File: config.mk
export PLATFORM = sky130hd
export DESIGN_NAME = key_socket_scanner
export DESIGN_NICKNAME = d
export VERILOG_FILES = /design/src/rtl/kss_pkg.sv /design/src/rtl/kss_ram.sv /design/src/rtl/key_socket_scanner.sv
export SDC_FILE = /design/constraint.sdc
export NUM_CORES = 1
export LEC_CHECK = 0
export BUFFER_PORTS_ARGS = -buffer_cell sky130_fd_sc_hd__clkbuf_2
export CAP_MARGIN = 15
export CORE_MARGIN = 2
export CORE_UTILIZATION = 55
export DETAILED_ROUTE_END_ITERATION = 16
export PLACE_DENSITY = 0.75
export SLEW_MARGIN = 20
export SYNTH_ARGS = -nofsm -noshare
export SYNTH_HDL_FRONTEND = slang
export SYNTH_SLANG_ARGS = --single-unit
File: constraint.sdc
create_clock -name clk_i -period 4 [get_ports clk_i]
set_input_delay 0.4 -clock clk_i [delete_from_list [all_inputs] [get_ports clk_i]]
set_output_delay 0.4 -clock clk_i [all_outputs]
set_load 0.02 [all_outputs]
File: src/rtl/kss_pkg.sv
// kss_pkg: shared types, constants and the crc step of the key socket scanner
// used by key_socket_scanner and its bench; no dependencies
`timescale 1ns / 1ps

package kss_pkg;

  localparam int NumSockets  = 8;
  localparam int SockW       = 3;
  localparam int RecordBytes = 32;

  // result queue depth, pointers and count in the top level are two bits wide
  localparam int OutDepth = 3;

  localparam logic [15:0] CrcInit = 16'hFFFF;
  localparam logic [15:0] CrcPoly = 16'hA001;

  // configuration register indexes
  localparam logic CfgSettle  = 1'b0;
  localparam logic CfgConfirm = 1'b1;

  localparam logic [7:0] SettleReset  = 8'd2;
  localparam logic [1:0] ConfirmReset = 2'd2;

  typedef enum logic [2:0] {
    PH_IDLE,
    PH_SELECT,
    PH_DETECT,
    PH_ENABLE,
    PH_XFER,
    PH_OK,
    PH_ERR,
    PH_DISABLE
  } phase_e;

  typedef enum logic [1:0] {
    ST_EMPTY,
    ST_VALID,
    ST_READ_ERR,
    ST_CRC_ERR
  } status_e;

  typedef enum logic [1:0] {
    PWR_OFF,
    PWR_SENSE,
    PWR_ON
  } pwr_e;

  // per socket debounce entry, all zero means empty
  typedef struct packed {
    logic [1:0] status;
    logic [1:0] pending;
    logic [1:0] left;
  } entry_t;

  localparam int EntryW = $bits(entry_t);

  // control handed from the sequencer stage to the debounce stage
  typedef struct packed {
    logic [SockW-1:0] socket;
    logic             select_update;
    logic [1:0]       power_mode;
    logic             start_read;
    logic             start_write;
    logic             abort_xfer;
    logic             program_done;
    logic [1:0]       program_status;
    logic             dbv;
    logic [1:0]       dbs;
  } seq_t;

  typedef struct packed {
    logic [SockW-1:0] socket_select;
    logic             select_update;
    logic [1:0]       power_mode;
    logic             start_read;
    logic             start_write;
    logic             abort_xfer;
    logic             commit_record;
    logic             program_done;
    logic [1:0]       program_status;
    logic             status_change;
    logic [1:0]       new_status;
  } res_t;

  function automatic logic [15:0] crc16_byte(input logic [15:0] crc, input logic [7:0] b);
    logic [15:0] c;
    c = crc ^ {8'h00, b};
    for (int i = 0; i < 8; i++) begin
      c = c[0] ? ((c >> 1) ^ CrcPoly) : (c >> 1);
    end
    return c;
  endfunction

endpackage

File: src/rtl/kss_ram.sv
// kss_ram: generic single write port, single read port ram with registered read
// read returns the old data on a same-address write; no dependencies
`timescale 1ns / 1ps

module kss_ram #(
  parameter int Width = 8,
  parameter int Depth = 8
) (
  input  logic                     clk_i,
  input  logic                     we_i,
  input  logic [$clog2(Depth)-1:0] waddr_i,
  input  logic [Width-1:0]         wdata_i,
  input  logic                     re_i,
  input  logic [$clog2(Depth)-1:0] raddr_i,
  output logic [Width-1:0]         rdata_o
);

  logic [Width-1:0] mem_q [Depth];
  logic [Width-1:0] rdata_q;

  always_ff @(posedge clk_i) begin
    if (we_i) begin
      mem_q[waddr_i] <= wdata_i;
    end
    if (re_i) begin
      rdata_q <= mem_q[raddr_i];
    end
  end

  assign rdata_o = rdata_q;

endmodule

File: src/rtl/key_socket_scanner.sv
// key_socket_scanner: round-robin key socket scanner with crc check and debounce
// depends on kss_pkg and kss_ram
`timescale 1ns / 1ps

// Usage
// Input channel (in_valid_i / in_ready_o) carries one poll per beat: the tick,
// the select, sense and transfer status and an optional program request.
// Output channel (out_valid_o / out_ready_i) returns exactly one result beat
// per poll, in order: socket select, control pulses, power mode, program
// status and debounced socket status.
// A poll can be taken every cycle while in_ready_o is high: the sequencer
// runs in the accept cycle and reads the socket's debounce entry from the
// ram, the next cycle modifies and writes it back (a same-socket access in
// flight is forwarded), then the result enters a three-deep output queue.
// When the receiver stalls the queue fills and in_ready_o drops once queue
// plus in-flight poll reach three; no beat is lost.
// Reset brings the sequencer to idle on socket 0, settle_ticks to 2 and
// confirm_count to 2; all sockets read as empty at once through per-socket
// valid bits, so no clearing pass is needed.
// Configuration is written through cfg_we_i / cfg_idx_i / cfg_data_i while
// the block is idle.

module key_socket_scanner (
  input  logic       clk_i,
  input  logic       rst_ni,

  input  logic       cfg_we_i,
  input  logic       cfg_idx_i,
  input  logic [7:0] cfg_data_i,

  input  logic       in_valid_i,
  output logic       in_ready_o,
  input  logic       ms_tick_i,
  input  logic       shift_done_i,
  input  logic       tip_high_i,
  input  logic       byte_valid_i,
  input  logic [7:0] record_byte_i,
  input  logic       xfer_done_i,
  input  logic       xfer_ok_i,
  input  logic       program_request_i,
  input  logic [2:0] program_slot_i,

  output logic       out_valid_o,
  input  logic       out_ready_i,
  output logic [2:0] socket_select_o,
  output logic       select_update_o,
  output logic [1:0] power_mode_o,
  output logic       start_read_o,
  output logic       start_write_o,
  output logic       abort_xfer_o,
  output logic       commit_record_o,
  output logic       program_done_o,
  output logic [1:0] program_status_o,
  output logic       status_change_o,
  output logic [1:0] new_status_o
);

  // configuration
  logic [7:0] settle_q;
  logic [1:0] confirm_q;

  always_ff @(posedge clk_i or negedge rst_ni) begin
    if (!rst_ni) begin
      settle_q  <= kss_pkg::SettleReset;
      confirm_q <= kss_pkg::ConfirmReset;
    end else if (cfg_we_i) begin
      unique case (cfg_idx_i)
        kss_pkg::CfgSettle:  settle_q  <= cfg_data_i;
        kss_pkg::CfgConfirm: confirm_q <= cfg_data_i[1:0];
        default: ;
      endcase
    end
  end

  // sequencer state
  kss_pkg::phase_e            phase_q, phase_d;
  logic [kss_pkg::SockW-1:0]  sock_q, sock_d;
  logic                       prog_q, prog_d;
  logic [7:0]                 elapsed_q, elapsed_d;
  logic [15:0]                crc_q, crc_d;
  logic [7:0]                 bidx_q, bidx_d;
  logic [15:0]                rcrc_q, rcrc_d;
  logic [1:0]                 pmode_q, pmode_d;
  kss_pkg::seq_t              seq;

  logic in_acc;
  logic p1_valid_q;
  logic [1:0] cnt_q;
  logic pop;

  assign in_ready_o = ((3'(cnt_q) + 3'(p1_valid_q)) <= 3'(kss_pkg::OutDepth - 1));
  assign in_acc     = in_valid_i && in_ready_o;

  always_comb begin
    logic [7:0] e_inc;
    logic       wait_more;
    logic       good;
    phase_d   = phase_q;
    sock_d    = sock_q;
    prog_d    = prog_q;
    crc_d     = crc_q;
    bidx_d    = bidx_q;
    rcrc_d    = rcrc_q;
    pmode_d   = pmode_q;
    seq       = '0;
    e_inc     = (ms_tick_i && elapsed_q != 8'hFF) ? elapsed_q + 8'd1 : elapsed_q;
    elapsed_d = e_inc;
    wait_more = e_inc < settle_q;
    good      = (bidx_q >= 8'(kss_pkg::RecordBytes)) && (crc_q == rcrc_q);

    // a program request restarts the sequence on the requested socket
    if (program_request_i &&
        (4'(program_slot_i) < 4'(kss_pkg::NumSockets))) begin
      seq.abort_xfer = 1'b1;
      pmode_d        = kss_pkg::PWR_OFF;
      phase_d        = kss_pkg::PH_IDLE;
      sock_d         = kss_pkg::SockW'(program_slot_i);
      prog_d         = 1'b1;
    end

    unique case (phase_d)
      kss_pkg::PH_IDLE: begin
        seq.select_update = 1'b1;
        phase_d           = kss_pkg::PH_SELECT;
      end
      kss_pkg::PH_SELECT: begin
        if (shift_done_i) begin
          pmode_d   = kss_pkg::PWR_SENSE;
          elapsed_d = '0;
          phase_d   = kss_pkg::PH_DETECT;
        end
      end
      kss_pkg::PH_DETECT: begin
        if (!wait_more) begin
          if (!tip_high_i) begin
            if (prog_q) begin
              seq.program_done   = 1'b1;
              seq.program_status = kss_pkg::ST_EMPTY;
            end else begin
              seq.dbv = 1'b1;
              seq.dbs = kss_pkg::ST_EMPTY;
            end
            pmode_d   = kss_pkg::PWR_OFF;
            prog_d    = 1'b0;
            elapsed_d = '0;
            phase_d   = kss_pkg::PH_DISABLE;
          end else begin
            pmode_d   = kss_pkg::PWR_ON;
            elapsed_d = '0;
            phase_d   = kss_pkg::PH_ENABLE;
          end
        end
      end
      kss_pkg::PH_ENABLE: begin
        if (!wait_more) begin
          if (prog_d) begin
            seq.start_write = 1'b1;
          end else begin
            seq.start_read = 1'b1;
            crc_d          = kss_pkg::CrcInit;
            bidx_d         = '0;
            rcrc_d         = '0;
          end
          phase_d = kss_pkg::PH_XFER;
        end
      end
      kss_pkg::PH_XFER: begin
        if (byte_valid_i && !prog_q) begin
          if (bidx_q < 8'(kss_pkg::RecordBytes - 2)) begin
            crc_d = kss_pkg::crc16_byte(crc_q, record_byte_i);
          end else if (bidx_q == 8'(kss_pkg::RecordBytes - 2)) begin
            rcrc_d = {rcrc_q[15:8], record_byte_i};
          end else if (bidx_q == 8'(kss_pkg::RecordBytes - 1)) begin
            rcrc_d = {record_byte_i, rcrc_q[7:0]};
          end
          if (bidx_q != 8'hFF) begin
            bidx_d = bidx_q + 8'd1;
          end
        end
        if (xfer_done_i) begin
          phase_d = xfer_ok_i ? kss_pkg::PH_OK : kss_pkg::PH_ERR;
        end
      end
      kss_pkg::PH_ERR: begin
        if (prog_q) begin
          seq.program_done   = 1'b1;
          seq.program_status = kss_pkg::ST_READ_ERR;
        end else begin
          seq.dbv = 1'b1;
          seq.dbs = kss_pkg::ST_READ_ERR;
        end
        pmode_d   = kss_pkg::PWR_OFF;
        prog_d    = 1'b0;
        elapsed_d = '0;
        phase_d   = kss_pkg::PH_DISABLE;
      end
      kss_pkg::PH_OK: begin
        if (prog_q) begin
          seq.program_done   = 1'b1;
          seq.program_status = kss_pkg::ST_VALID;
        end else begin
          seq.dbv = 1'b1;
          seq.dbs = good ? kss_pkg::ST_VALID : kss_pkg::ST_CRC_ERR;
        end
        pmode_d   = kss_pkg::PWR_OFF;
        prog_d    = 1'b0;
        elapsed_d = '0;
        phase_d   = kss_pkg::PH_DISABLE;
      end
      kss_pkg::PH_DISABLE: begin
        if (!wait_more) begin
          sock_d  = (sock_q == kss_pkg::SockW'(kss_pkg::NumSockets - 1)) ?
                    '0 : sock_q + 1'b1;
          phase_d = kss_pkg::PH_IDLE;
        end
      end
      default: ;
    endcase

    seq.socket     = sock_d;
    seq.power_mode = pmode_d;
  end

  always_ff @(posedge clk_i or negedge rst_ni) begin
    if (!rst_ni) begin
      phase_q   <= kss_pkg::PH_IDLE;
      sock_q    <= '0;
      prog_q    <= 1'b0;
      elapsed_q <= '0;
      crc_q     <= kss_pkg::CrcInit;
      bidx_q    <= '0;
      rcrc_q    <= '0;
      pmode_q   <= kss_pkg::PWR_OFF;
    end else if (in_acc) begin
      phase_q   <= phase_d;
      sock_q    <= sock_d;
      prog_q    <= prog_d;
      elapsed_q <= elapsed_d;
      crc_q     <= crc_d;
      bidx_q    <= bidx_d;
      rcrc_q    <= rcrc_d;
      pmode_q   <= pmode_d;
    end
  end

  // debounce entries: ram plus per-socket valid bits, forwarding on back-to-back hits
  kss_pkg::seq_t             p1_q;
  logic [kss_pkg::EntryW-1:0] ram_rdata;
  logic                      ram_we;
  kss_pkg::entry_t           ent, ent_n;
  logic [kss_pkg::NumSockets-1:0] vld_q;
  logic                      rd_vld_q;
  logic                      fwd_hit_q;
  kss_pkg::entry_t           fwd_data_q;
  logic                      chg, commit;

  kss_ram #(
    .Width (kss_pkg::EntryW),
    .Depth (kss_pkg::NumSockets)
  ) u_ent_ram (
    .clk_i   (clk_i),
    .we_i    (ram_we),
    .waddr_i (p1_q.socket),
    .wdata_i (ent_n),
    .re_i    (in_acc),
    .raddr_i (sock_d),
    .rdata_o (ram_rdata)
  );

  always_ff @(posedge clk_i or negedge rst_ni) begin
    if (!rst_ni) begin
      p1_valid_q <= 1'b0;
      vld_q      <= '0;
    end else begin
      p1_valid_q <= in_acc;
      if (ram_we) begin
        vld_q[p1_q.socket] <= 1'b1;
      end
    end
  end

  always_ff @(posedge clk_i) begin
    if (in_acc) begin
      p1_q       <= seq;
      rd_vld_q   <= vld_q[sock_d];
      fwd_hit_q  <= ram_we && (p1_q.socket == sock_d);
      fwd_data_q <= ent_n;
    end
  end

  always_comb begin
    if (fwd_hit_q) begin
      ent = fwd_data_q;
    end else if (rd_vld_q) begin
      ent = kss_pkg::entry_t'(ram_rdata);
    end else begin
      ent = '0;
    end
    ent_n  = ent;
    chg    = 1'b0;
    commit = 1'b0;
    if (p1_q.dbv && ent.status != p1_q.dbs) begin
      if (ent.pending != p1_q.dbs) begin
        ent_n.pending = p1_q.dbs;
        ent_n.left    = confirm_q;
      end else begin
        ent_n.left = ent.left - 2'd1;
        if (ent_n.left == 2'd0) begin
          ent_n.status = p1_q.dbs;
          chg          = 1'b1;
          commit       = (p1_q.dbs == kss_pkg::ST_VALID);
        end
      end
    end
  end

  assign ram_we = p1_valid_q && p1_q.dbv;

  // output queue
  kss_pkg::res_t fifo_q [kss_pkg::OutDepth];
  kss_pkg::res_t res_in;
  logic [1:0]    wptr_q, rptr_q;

  always_comb begin
    res_in.socket_select  = p1_q.socket;
    res_in.select_update  = p1_q.select_update;
    res_in.power_mode     = p1_q.power_mode;
    res_in.start_read     = p1_q.start_read;
    res_in.start_write    = p1_q.start_write;
    res_in.abort_xfer     = p1_q.abort_xfer;
    res_in.commit_record  = commit;
    res_in.program_done   = p1_q.program_done;
    res_in.program_status = p1_q.program_status;
    res_in.status_change  = chg;
    res_in.new_status     = ent_n.status;
  end

  assign out_valid_o = (cnt_q != 2'd0);
  assign pop         = out_valid_o && out_ready_i;

  always_ff @(posedge clk_i or negedge rst_ni) begin
    if (!rst_ni) begin
      wptr_q <= '0;
      rptr_q <= '0;
      cnt_q  <= '0;
    end else begin
      if (p1_valid_q) begin
        wptr_q <= (wptr_q == 2'(kss_pkg::OutDepth - 1)) ? 2'd0 : wptr_q + 2'd1;
      end
      if (pop) begin
        rptr_q <= (rptr_q == 2'(kss_pkg::OutDepth - 1)) ? 2'd0 : rptr_q + 2'd1;
      end
      cnt_q <= cnt_q + 2'(p1_valid_q) - 2'(pop);
    end
  end

  always_ff @(posedge clk_i) begin
    if (p1_valid_q) begin
      fifo_q[wptr_q] <= res_in;
    end
  end

  kss_pkg::res_t head;
  assign head = fifo_q[rptr_q];

  assign socket_select_o  = head.socket_select;
  assign select_update_o  = head.select_update;
  assign power_mode_o     = head.power_mode;
  assign start_read_o     = head.start_read;
  assign start_write_o    = head.start_write;
  assign abort_xfer_o     = head.abort_xfer;
  assign commit_record_o  = head.commit_record;
  assign program_done_o   = head.program_done;
  assign program_status_o = head.program_status;
  assign status_change_o  = head.status_change;
  assign new_status_o     = head.new_status;

`ifndef SYNTHESIS
  a_no_overflow: assert property (@(posedge clk_i) disable iff (!rst_ni)
    !(p1_valid_q && cnt_q == 2'(kss_pkg::OutDepth)))
    else $error("output queue overflow");

  a_prog_vs_debounce: assert property (@(posedge clk_i) disable iff (!rst_ni)
    out_valid_o |-> !(program_done_o && status_change_o))
    else $error("program report and status change in one beat");

  a_commit_valid: assert property (@(posedge clk_i) disable iff (!rst_ni)
    (out_valid_o && commit_record_o) |->
      (status_change_o && new_status_o == kss_pkg::ST_VALID))
    else $error("commit without change to valid");

  a_single_start: assert property (@(posedge clk_i) disable iff (!rst_ni)
    out_valid_o |-> !(start_read_o && start_write_o))
    else $error("read and write started together");
`endif

endmodule

-- Word level (Yosys, flattened, before mapping)
Memory sizes are Yosys's and may differ from the RTL's. A register that Yosys moved wholly into a read port is not among the register bits.
Cells that the tools add are included.
W data, S select, Z words.
- add/subtract/negate cells: 9
- $mul: 0
- divide/modulo/power cells: 0
- $lt $le $gt $ge: 7
- equality and inequality tests: 28
- shift operators: 0
- mux-type cells: 88
- bitwise logic cells: 12
- reductions and logical operators: 22
- operator list (kind ; count):
    $mux W16 ; 18
    $pmux W16 S2 ; 2
    $mux W8 ; 7
    $mux W3 ; 17
    $mux W6 ; 5
    $mux W2 ; 12
    $not A2 Y3 ; 8
    $pmux W8 S3 ; 1
    $pmux W3 S7 ; 1
    $mux W1 ; 19
    $ne A2 B2 Y1 const B ; 9
    $pmux W6 S3 ; 1
    $add A8 B1 Y8 const B ; 2
    $eq A16 B16 Y1 ; 1
    $eq A8 B5 Y1 const B ; 2
    $ne A8 B8 Y1 const B ; 2
    $pmux W8 S2 ; 1
    $xor A16 B8 Y16 ; 1
    $eq A3 B3 Y1 const B ; 5
    $reduce_and A6 Y1 ; 2
    $logic_and A1 B1 Y1 ; 9
    $ge A8 B6 Y1 const B ; 1
    $lt A3 B4 Y1 const B ; 2
    $lt A8 B5 Y1 const B ; 1
    29 further kinds ; 37
- register bits: 105
- latch bits: 0
- RAM bits: 96
- memory bits (read-only): 0
- input bits: 32
- output and inout port bits: 18
- word-level logic and storage cells: 199
- memories kept: 2
- memory list (memory ; words ; bits a word ; rd ports ; clocked after Yosys merged registers in ; wr ports ; RTL line ; RTL):
    fifo_q ; 3 ; 16 ; 1 ; 0 ; 1 ; key_socket_scanner.sv:320 ; kss_pkg::res_t fifo_q [kss_pkg::OutDepth];
    u_ent_ram.mem_q ; 8 ; 6 ; 1 ; 1 ; 1 ; kss_ram.sv:18 ; logic [Width-1:0] mem_q [Depth];

-- Logic depth before layout (Yosys ltp)
Gate-level depths: netlist of run 1.
- depth after elaboration: 20
- depth in mapped cells: 17
- gate-level depth less buffers: 15

-- Hierarchy
A second synthesis of run 1 with hierarchy kept.
- cell total of the unflattened synthesis: 765
- area, all modules: 9593.0 um^2
- by module, submodules not included (module ; times used ; cells each ; area each (um^2) ; sequential area each (um^2)):
    key_socket_scanner ; 1 ; 677 ; 7511.0 ; 4206.5
    kss_ram ; 1 ; 88 ; 2082.0 ; 1621.6

-- Worst setup path after synthesis of run 1
Ideal clock, no wire load.
- path type: register to register
- start: reg elapsed_q[0]
- end: reg u_ent_ram.rdata_q[4] (netlist: u_ent_ram.rdata_o[4]), read port of u_ent_ram.mem_q (data pin)
- library setup time: 267 ps
- arrival: 3509 ps
- required time: 3733 ps
- path slack: 225 ps
- cell stages (with the launch flop): 18
- buffers on the path: 2
- clock period less this slack: 3775 ps
- path through: dfrtp_1 > ha_1 > nand3_1 > o21a_1 > nand4_1 > inv_1 > nand3_1 > xnor2_1 > ha_1 > nand4_1 > or3_4 > a311oi_2 > o31ai_2 > or2_1 > buf_6 > buf_6 > o32ai_1 > mux2i_1
- RTL lines (what ; RTL line ; RTL):
    start, declared ; key_socket_scanner.sv:79 ; logic [7:0] elapsed_q, elapsed_d;
    start signal, assigned ; key_socket_scanner.sv:238 ; elapsed_q <= elapsed_d;
    end, declared ; kss_ram.sv:19 ; logic [Width-1:0] rdata_q;

-- Worst setup path after layout of run 1
- start: reg elapsed_q[0]
- end: reg rd_vld_q (data pin)
- word-level cells in the longest chain between the ends: 8
- elaborated cells between the ends (all ways): 9
- those cells by class: add/sub (1); order compare (1); eq/ne (1); mux (5); reduce/logical (1)
- ends and longest elaborated chain (what ; RTL line ; RTL):
    parallel branches: the longest is 2 deep, another holds $add A8 B1 Y8 ; - ;
    $mux W8 (*) ; key_socket_scanner.sv:106 ; e_inc = (ms_tick_i && elapsed_q != 8'hFF) ? elapsed_q + 8'd1 : elapsed_q;
    $lt A8 B8 Y1 (*) ; key_socket_scanner.sv:108 ; wait_more = e_inc < settle_q;
    $mux W3 (*) ; key_socket_scanner.sv:211 ; if (!wait_more) begin
    $mux W3 (*) ; key_socket_scanner.sv:121 ; unique case (phase_d)
    $bmux W1 S3 (*) ; key_socket_scanner.sv:285 ; rd_vld_q <= vld_q[sock_d];
    $mux W1 (implied by the code) (*) ; key_socket_scanner.sv:285 ;
    end signal, assigned ; key_socket_scanner.sv:285 ;
    end, declared ; key_socket_scanner.sv:252 ; logic rd_vld_q;
Mark *: on every way between the ends. The select of a mux whose other input is x is not followed.
A chain may end at the register's enable or synchronous reset.

==> metrics.md, run 1 <==
| Metric | Value |
|---|---|
| Status | `complete, no violations` |
| Vias | `6,728` |
| Final Hold Fails | `0` |
| Die ar. | `0.01887 mm²` |
| CP peak stage delay | `0.41 ns` |
| Gpl congestion | `0.8929` |
| Root buf cell | `clkbuf_16` |
| Req. time, crit path | `4.23 ns` |
| Overflow after GRT | `0` |
| WL final | `21.19 mm` |
| CTS clk-pin slew, worst paths | `0.06 ns` |
| Share of cells above drive strength 1 | `0.2028` |
| Final worst clock skew | `0.01024 ns` |
| HP Class | `in -> reg` |
| Core Rows | `48` |
| Die Ht | `137.4 µm` |
| Setup CP Type | `reg -> reg` |
| Initial DRC count | `560` |
| Power per Cell Area | `725.5 mW/mm²` |
| CP endpoint kind | `flop` |
| Insertion delay to the later sink of the worst-skew pair | `0.49 ns` |
| Syn_nets | `892` |
| Avg Cell Area, Syn | `11.62 µm²` |
| Total CTS buffers | `22` |
| Post-synthesis sequential area ratio | `0.5959` |
| Post-DRT Antenna Nets | `0` |
| HPWL Detailed | `13.92 mm` |
| Ys async rst share | `0.3961` |
| Critical path data arrival time | `4.09 ns` |
| Leakage | `4.482 nW` |
| Worst-case clock buffer depth | `3` |
| Fin util | `0.6600` |
| H-tree depth | `1` |
| CTS sink count | `207` |
| Vias/cell | `5.840` |
| Crit path cell chain | `ha_2 > nand3_2 > o21a_1 > nand4_1 > inv_1 > nand3_2 > xnor2_2 > ha_1 > nand4_1 > or3_4 > a311oi_4 > o31ai_4 > or2_4 > buf_12 > o32ai_1 > mux2i_1` |
| CP Max Fanout | `8` |
| Yosys reg bits | `207` |
| Synth-to-layout area growth | `17.13%` |
| Post-Syn Instances | `842` |
| Minimum clock period | `3.854 ns` |
| DP Worst Slack | `-0.002090 ns` |
| VDD IR max | `0.4391 mV` |
| Main synth FF type | `edfxtp_1` |
| Number of global-route vias before repair | `6,517` |
| Synth warnings | `0` |
| Core area | `0.01736 mm²` |
| TritonCTS clock tree | `yes` |
| Initial Util | `0.5635` |
| Worst-Margin Slew | `0.9662 ns` |
| DRC | `0` |
| Iteration count of the initial detailed-routing pass | `5` |
| Final period util | `0.9634` |
| # IOs | `50` |
| First-pass GRT wire length | `33.21 mm` |
| Maxcap violations | `0` |
| Yosys cell types | `65` |
| Crit path max-delay cell type | `dfrtp_1` |
| Initial antenna violation count | `0` |
| Final slew viol count | `0` |
| Die X-Extent | `137.4 µm` |
| Top achievable clock speed | `259.5 MHz` |
| EDFF count, synth | `125` |
| GRT Overall Usage | `0.2255` |
| Slew headroom | `0.3559` |
| Startpoint types | `flop` |
| Nets | `961` |
| Final setup fails | `0` |
| Largest net degree at the start of global routing | `55` |
| Ant diodes | `0` |
| DR WL/cell | `18.39 µm` |
| Final WS setup | `0.1462 ns` |
| Synth Cell Area | `0.009781 mm²` |
| IO Port Bufs | `49` |
| FILL cells | `1,249` |
==> flip-flops by register name, summed over array words and instances (netlist names), 2 cells and up <==
signal and cells:
pmode_q 2, vld_q 8, wptr_q 2, rcrc_q 16, fwd_data_q 6, sock_q 3
rptr_q 2, u_ent_ram.rdata_o 6, elapsed_q 8, settle_q 8, fifo_q 48, bidx_q 8
cnt_q 2, u_ent_ram.mem_q 48, p1_q 15, confirm_q 2, phase_q 3, crc_q 16
==> metal layers <==
layer  wire length (µm)  global-route usage  vias to the layer above
met5                  0                   0                        -
met4                388             0.06186                        0
met3               1141             0.03274                       38
met2              10170              0.3671                      212
met1               9488              0.3191                     3264
li1                   -                   -                     3214
==> path summary, 6_finish.rpt <==
check / startpoint / end / slack, ns / cells after the start
max in group asynchronous: rst_ni / crc_q[2]$_DFFE_PN1P_ / 2.60 / 3
worst max-delay path: elapsed_q[0]$_DFFE_PN0P_ / rd_vld_q$_DFFE_PP_ / 0.15 / 16
worst min-delay path: cfg_data_i[2] / settle_q[2]$_DFFE_PN0P_ / 0.11 / 3
worst min register to register: vld_q[1]$_DFFE_PN0P_ / vld_q[1]$_DFFE_PN0P_ / 0.47 / 1
min in group asynchronous: rst_ni / rcrc_q[13]$_DFFE_PN0P_ / 0.50 / 2
worst max register to register: elapsed_q[0]$_DFFE_PN0P_ / rd_vld_q$_DFFE_PP_ / 0.15 / 16
==> cell families after synthesis <==
kind of cell / synth area share
AOI/OAI and AO/OA: 0.1457
xor gates and xnor gates: 0.05104
muxes: 0.03582
and+or+nand+nor: 0.1164
adders and majority gates: 0.02303
DFF: 0.5959
buffers and inverters: 0.03211
==> cell usage in the layout (no fill, tap or decap), drive strengths merged, types with 4 or more instances in the layout <==
cell type / count
edfxtp: 125
nand2: 103
clkbuf: 80
dfrtp: 64
nor2: 63
o21ai: 53
xnor2: 43
inv: 40
buf: 31
o32ai: 29
a21boi: 28
mux2i: 26
a21oi: 22
dfstp: 18
ha: 18
and3: 17
nor3: 15
xor2: 14
a31oi: 13
nand3: 11
nand4: 10
or2: 9
a22o: 8
mux2: 8
a21o: 6
clkinv: 6
o21a: 5
nor2b: 5
a211oi: 5
nand2b: 4
a22oi: 4
nor4: 4
bufinv: 4
==> where the power goes <==
| group | total (mW) | switching (mW) | internal (mW) |
|---|---|---|---|
| clock | 2.11 | 0.795 | 1.32 |
| sequential | 3.52 | 0.443 | 3.07 |
| combinational | 2.68 | 1.63 | 1.06 |
| total | 8.31 | 2.86 | 5.45 |
==> area by class of cell <==
cell class | count | area (µm²) | share of cell area
inverter | 41 | 153.9 | 0.01343
multi-input combinational | 558 | 3856 | 0.3366
sequential | 207 | 5828 | 0.5087
clock buffer | 31 | 605.6 | 0.05286
clock inverter | 9 | 147.6 | 0.01289
tap | 225 | 281.5 | 0.02457
timing repair buffer | 81 | 583.1 | 0.05090
==> synth_stat cells (all sizes together) (8+ instances only) <==
cell type  number  area [µm²]
or2             9       56.31
xnor2          43       376.6
xor2           14       122.6
o21ai          53       265.3
nor3           15       75.07
and3           17       106.4
nand2         103       386.6
nand3          11       55.05
a22o            8       70.07
dfstp          18       473.0
nand4          10       68.81
edfxtp        125        3754
mux2            8       90.09
nor2           63       236.5
mux2i          26       260.3
o32ai          29       254.0
a21boi         28       210.2
dfrtp          64        1602
a31oi          13       96.34
clkbuf         26       98.84
buf            10       61.30
a21oi          22       110.1
inv            40       150.1
ha             18       225.2
==> stage by stage <==
step	cell area (µm²)	cells	hold slack [ns]	total power, mW	TNS (ns)
5_1_grt	11460	1152	0.1215	8.784	-0.1318
3_5_place_dp	10380	1100	0.4498	6.077	-0.002090
4_1_cts	11160	1141	0.1012	8.201	-0.02493
6_report	11460	1152	0.1106	8.312	0
2_1_floorplan	9781	842	0.1044	5.293	0
3_3_place_gp	10380	1100	0.4432	5.994	0
==> worst max-delay path: cells and delay by family, from the launching register on <==
kind	cells	cell delay [ns]
and+or+nand+nor	6	1.21
AOI/OAI and AO/OA	4	0.88
adders and majority gates	2	0.53
DFF	1	0.41
buffers and inverters	2	0.29
xor gates and xnor gates	1	0.15
muxes	1	0.12
==> timing repair <==
action,4_1_cts,5_1_grt
endpoints found under the setup margin,4,51
cloned,0,1
pin swaps,0,7
hold buffers,1,0
resized for setup,2,33
setup buffers,0,10
hold endpoints to repair,39,0
(Power assumes the default switching activity.)
==> run 2: changes to the inputs <==
--- a/config.mk
+++ b/config.mk
@@ -14,4 +14,5 @@
 export SLEW_MARGIN = 20
 export SYNTH_ARGS = -nofsm -noshare
 export SYNTH_HDL_FRONTEND = slang
+export SYNTH_HIERARCHICAL = 1
 export SYNTH_SLANG_ARGS = --single-unit
==> metrics.md, run 2 <==
| Metric | Value |
|---|---|
| Status | `complete, but fails checks` |
| Failing checks | `hold timing` |
| Critical path data arrival time | `4.16 ns` |
| Req. time, crit path | `4.23 ns` |
| RSZ-0062 raised after global routing | `yes` |
| Die Ht | `136.1 µm` |
| Most instantiated cells after synthesis | `125 x edfxtp_1, 86 x nand2_1, 69 x nor2_1` |
| Final slew viol count | `0` |
| CP endpoint kind | `flop` |
| Vias | `6,142` |
| Core area | `0.01718 mm²` |
| Post-synthesis sequential area ratio | `0.6075` |
| Avg Cell Area, Syn | `12.54 µm²` |
| Synth area leader | `edfxtp_1` |
| Final setup fails | `0` |
| Met1 Wirelength | `8.054 mm` |
| Hold_ws | `-0.04958 ns` |
| CTS clk-pin slew, worst paths | `0.07 ns` |
| Post-DRT Antenna Nets | `0` |
| CP Max Fanout | `7` |
| First-pass GRT wire length | `30.54 mm` |
| TritonCTS clock tree | `yes` |
| VDD IR max | `0.4975 mV` |
| Vias/cell | `5.687` |
| Gpl congestion | `0.8914` |
| Yosys reg bits | `207` |
| Initial DRC count | `418` |
| Die X-Extent | `136.1 µm` |
| Largest net degree at the start of global routing | `83` |
| Most common cell in the synthesized netlist | `edfxtp_1` |
| Total CTS buffers | `21` |
| Post-Syn Instances | `765` |
| Synth top area share | `0.3913` |
| Share of cells above drive strength 1 | `0.2187` |
| H-tree depth | `1` |
| Slew headroom | `0.2550` |
| Setup TNS | `0 ns` |
| FILL cells | `1,304` |
| Die ar. | `0.01851 mm²` |
| DR WL/cell | `17.42 µm` |
| Initial Util | `0.5585` |
| Worst-Margin Slew | `1.109 ns` |
| Root buf cell | `clkbuf_16` |
| Final Hold Fails | `64` |
| Commonest non-fill, non-tap cell in the layout | `edfxtp_1` |
| Leakage | `4.306 nW` |
| Main synth FF type | `edfxtp_1` |
| Met2 WL post-DR | `9.229 mm` |
| Synth Cell Area | `0.009593 mm²` |
| HP Class | `in -> async` |
| Top Metal Used | `met4` |
| Ant diodes | `0` |
| Area after DPL | `0.01020 mm²` |
| Nets | `891` |
| Insertion delay to the later sink of the worst-skew pair | `0.50 ns` |
| Maxcap violations | `0` |
| Largest regs | `fifo_q x48, u_ent_ram/mem_q x48` |
| Synth-to-layout area growth | `13.47%` |
| # IOs | `50` |
| Ys async rst share | `0.3961` |
| Fin util | `0.6337` |
| Design Area, Final | `0.01089 mm²` |
| WL final | `18.81 mm` |
| Minimum clock period | `3.921 ns` |
| Most frequent cells in the layout | `125 x edfxtp_1, 86 x nand2_1, 67 x nor2_1` |
| HPWL Detailed | `12.78 mm` |
| Core Rows | `48` |
| IO Port Bufs | `49` |
| Met3 wire len | `1.126 mm` |
| Iteration count of the initial detailed-routing pass | `5` |
| EDFF count, synth | `125` |
| Worst-case clock buffer depth | `3` |
| Number of global-route vias before repair | `6,037` |
| GRT Overall Usage | `0.2099` |
| Initial antenna violation count | `0` |
| Power per Cell Area | `690.1 mW/mm²` |
| CTS sink count | `207` |
| Final worst clock skew | `0.02105 ns` |
| Worst R2R Setup Slack | `0.08 ns` |
| Overflow after GRT | `0` |
| DRC | `0` |
| Top cells by area, synth | `edfxtp_1 39%, dfrtp_1 17%, dfstp_2 4.9%` |
| Startpoint types | `flop` |
| Top achievable clock speed | `255.1 MHz` |
| Setup CP Type | `reg -> reg` |
| Syn_nets | `815` |
| Yosys cell types | `63` |
| Final period util | `0.9802` |
| Hold_buf cts | `0` |
| Synth warnings | `6` |
run 2: cell count changes after synthesis, moves of 5 or more:
cell      delta
inv_1       -14
o32ai_1     -29
nand3_1      -5
nand2_1     -17
clkbuf_1    -12
a21boi_0    -28
and3_1      -12
o21bai_1     +6
mux2_2       +7
nor2_1       +6
mux4_1      +12
a211oi_1     -5
mux2i_1      -5
nand2b_1     +5
run 2: layer usage:
layer  track usage  vias up
li1              -     2934
met1        0.2913     2967
met2        0.3501      208
met3       0.03132       33
met5             0        -
met4       0.05498        0
run 2: stage by stage:
step	cells	setup WS (ns)	total power, mW
finish	1080	0.07938	7.512
global route	1080	-0.1118	7.944
CTS	1078	0.04886	7.552
detailed placement	1040	-0.09577	5.711
global placement	1040	0.04558	5.577
floorplan	765	-0.09640	4.988
run 2: cells by family after synthesis:
family / after synthesis / synth area share
AO/OA/AOI/OAI: 144 / 0.09456
XOR/XNOR: 58 / 0.05295
adder cells (fa/ha/maj): 18 / 0.02348
buffers and inverters: 54 / 0.02439
flip-flops: 207 / 0.6075
multiplexers: 53 / 0.08413
AND/OR/NAND/NOR: 231 / 0.1130
run 2: path summary, 6_finish.rpt:
path	startpoint	end	cells past startpoint
worst max register to register	elapsed_q[1]$_DFFE_PN0P_	u_ent_ram/rdata_o[5]$_DFFE_PP_	15
max in group asynchronous	rst_ni	phase_q[1]$_DFFE_PN0P_	1
worst min-delay path	rst_ni	elapsed_q[7]$_DFFE_PN0P_	1
min in group clk_i	cfg_data_i[6]	settle_q[6]$_DFFE_PN0P_	3
worst max-delay path	elapsed_q[1]$_DFFE_PN0P_	u_ent_ram/rdata_o[5]$_DFFE_PP_	15
worst min register to register	p1_q[10]$_DFFE_PP_	fifo_q[1][11]$_DFFE_PP_	0
run 2: critical path: stages, from the launching register on:
cell and delay, ns:
dfrtp_1 0.39, ha_2 0.21, nand3_2 0.08, o21a_1 0.14
nand4_1 0.13, nor2_2 0.15, xor2_1 0.18, ha_1 0.27
a21o_1 0.17, a21o_1 0.16, a211o_1 0.29, o2111a_2 0.30
mux2i_4 0.24, inv_8 0.15, mux4_1 0.54, mux2_2 0.27
run 2: where the power goes:
part	switching, mW	internal, mW	total, mW
combinational	1.34	0.962	2.31
clock	0.768	1.04	1.81
sequential	0.417	2.98	3.40
run 2: final cells by class:
type                    instances  area [µm²]  share of cell area
clock buffers                  24       546.8             0.05023
clock inverters                13       91.34            0.008391
inverters                      27       108.9             0.01000
multi-input cells             504        3533              0.3246
flip-flops and latches        207        5828              0.5354
well taps                     225       281.5             0.02586
repair buffers                 79       489.2             0.04494
repair inverters                1       6.256           0.0005747
run 2: timing repair:
item,in CTS,in global routing
setup buffers,0,2
endpoints found under the setup margin,6,6
gates resized for setup,5,3
pin swaps,0,1
gates cloned,1,0
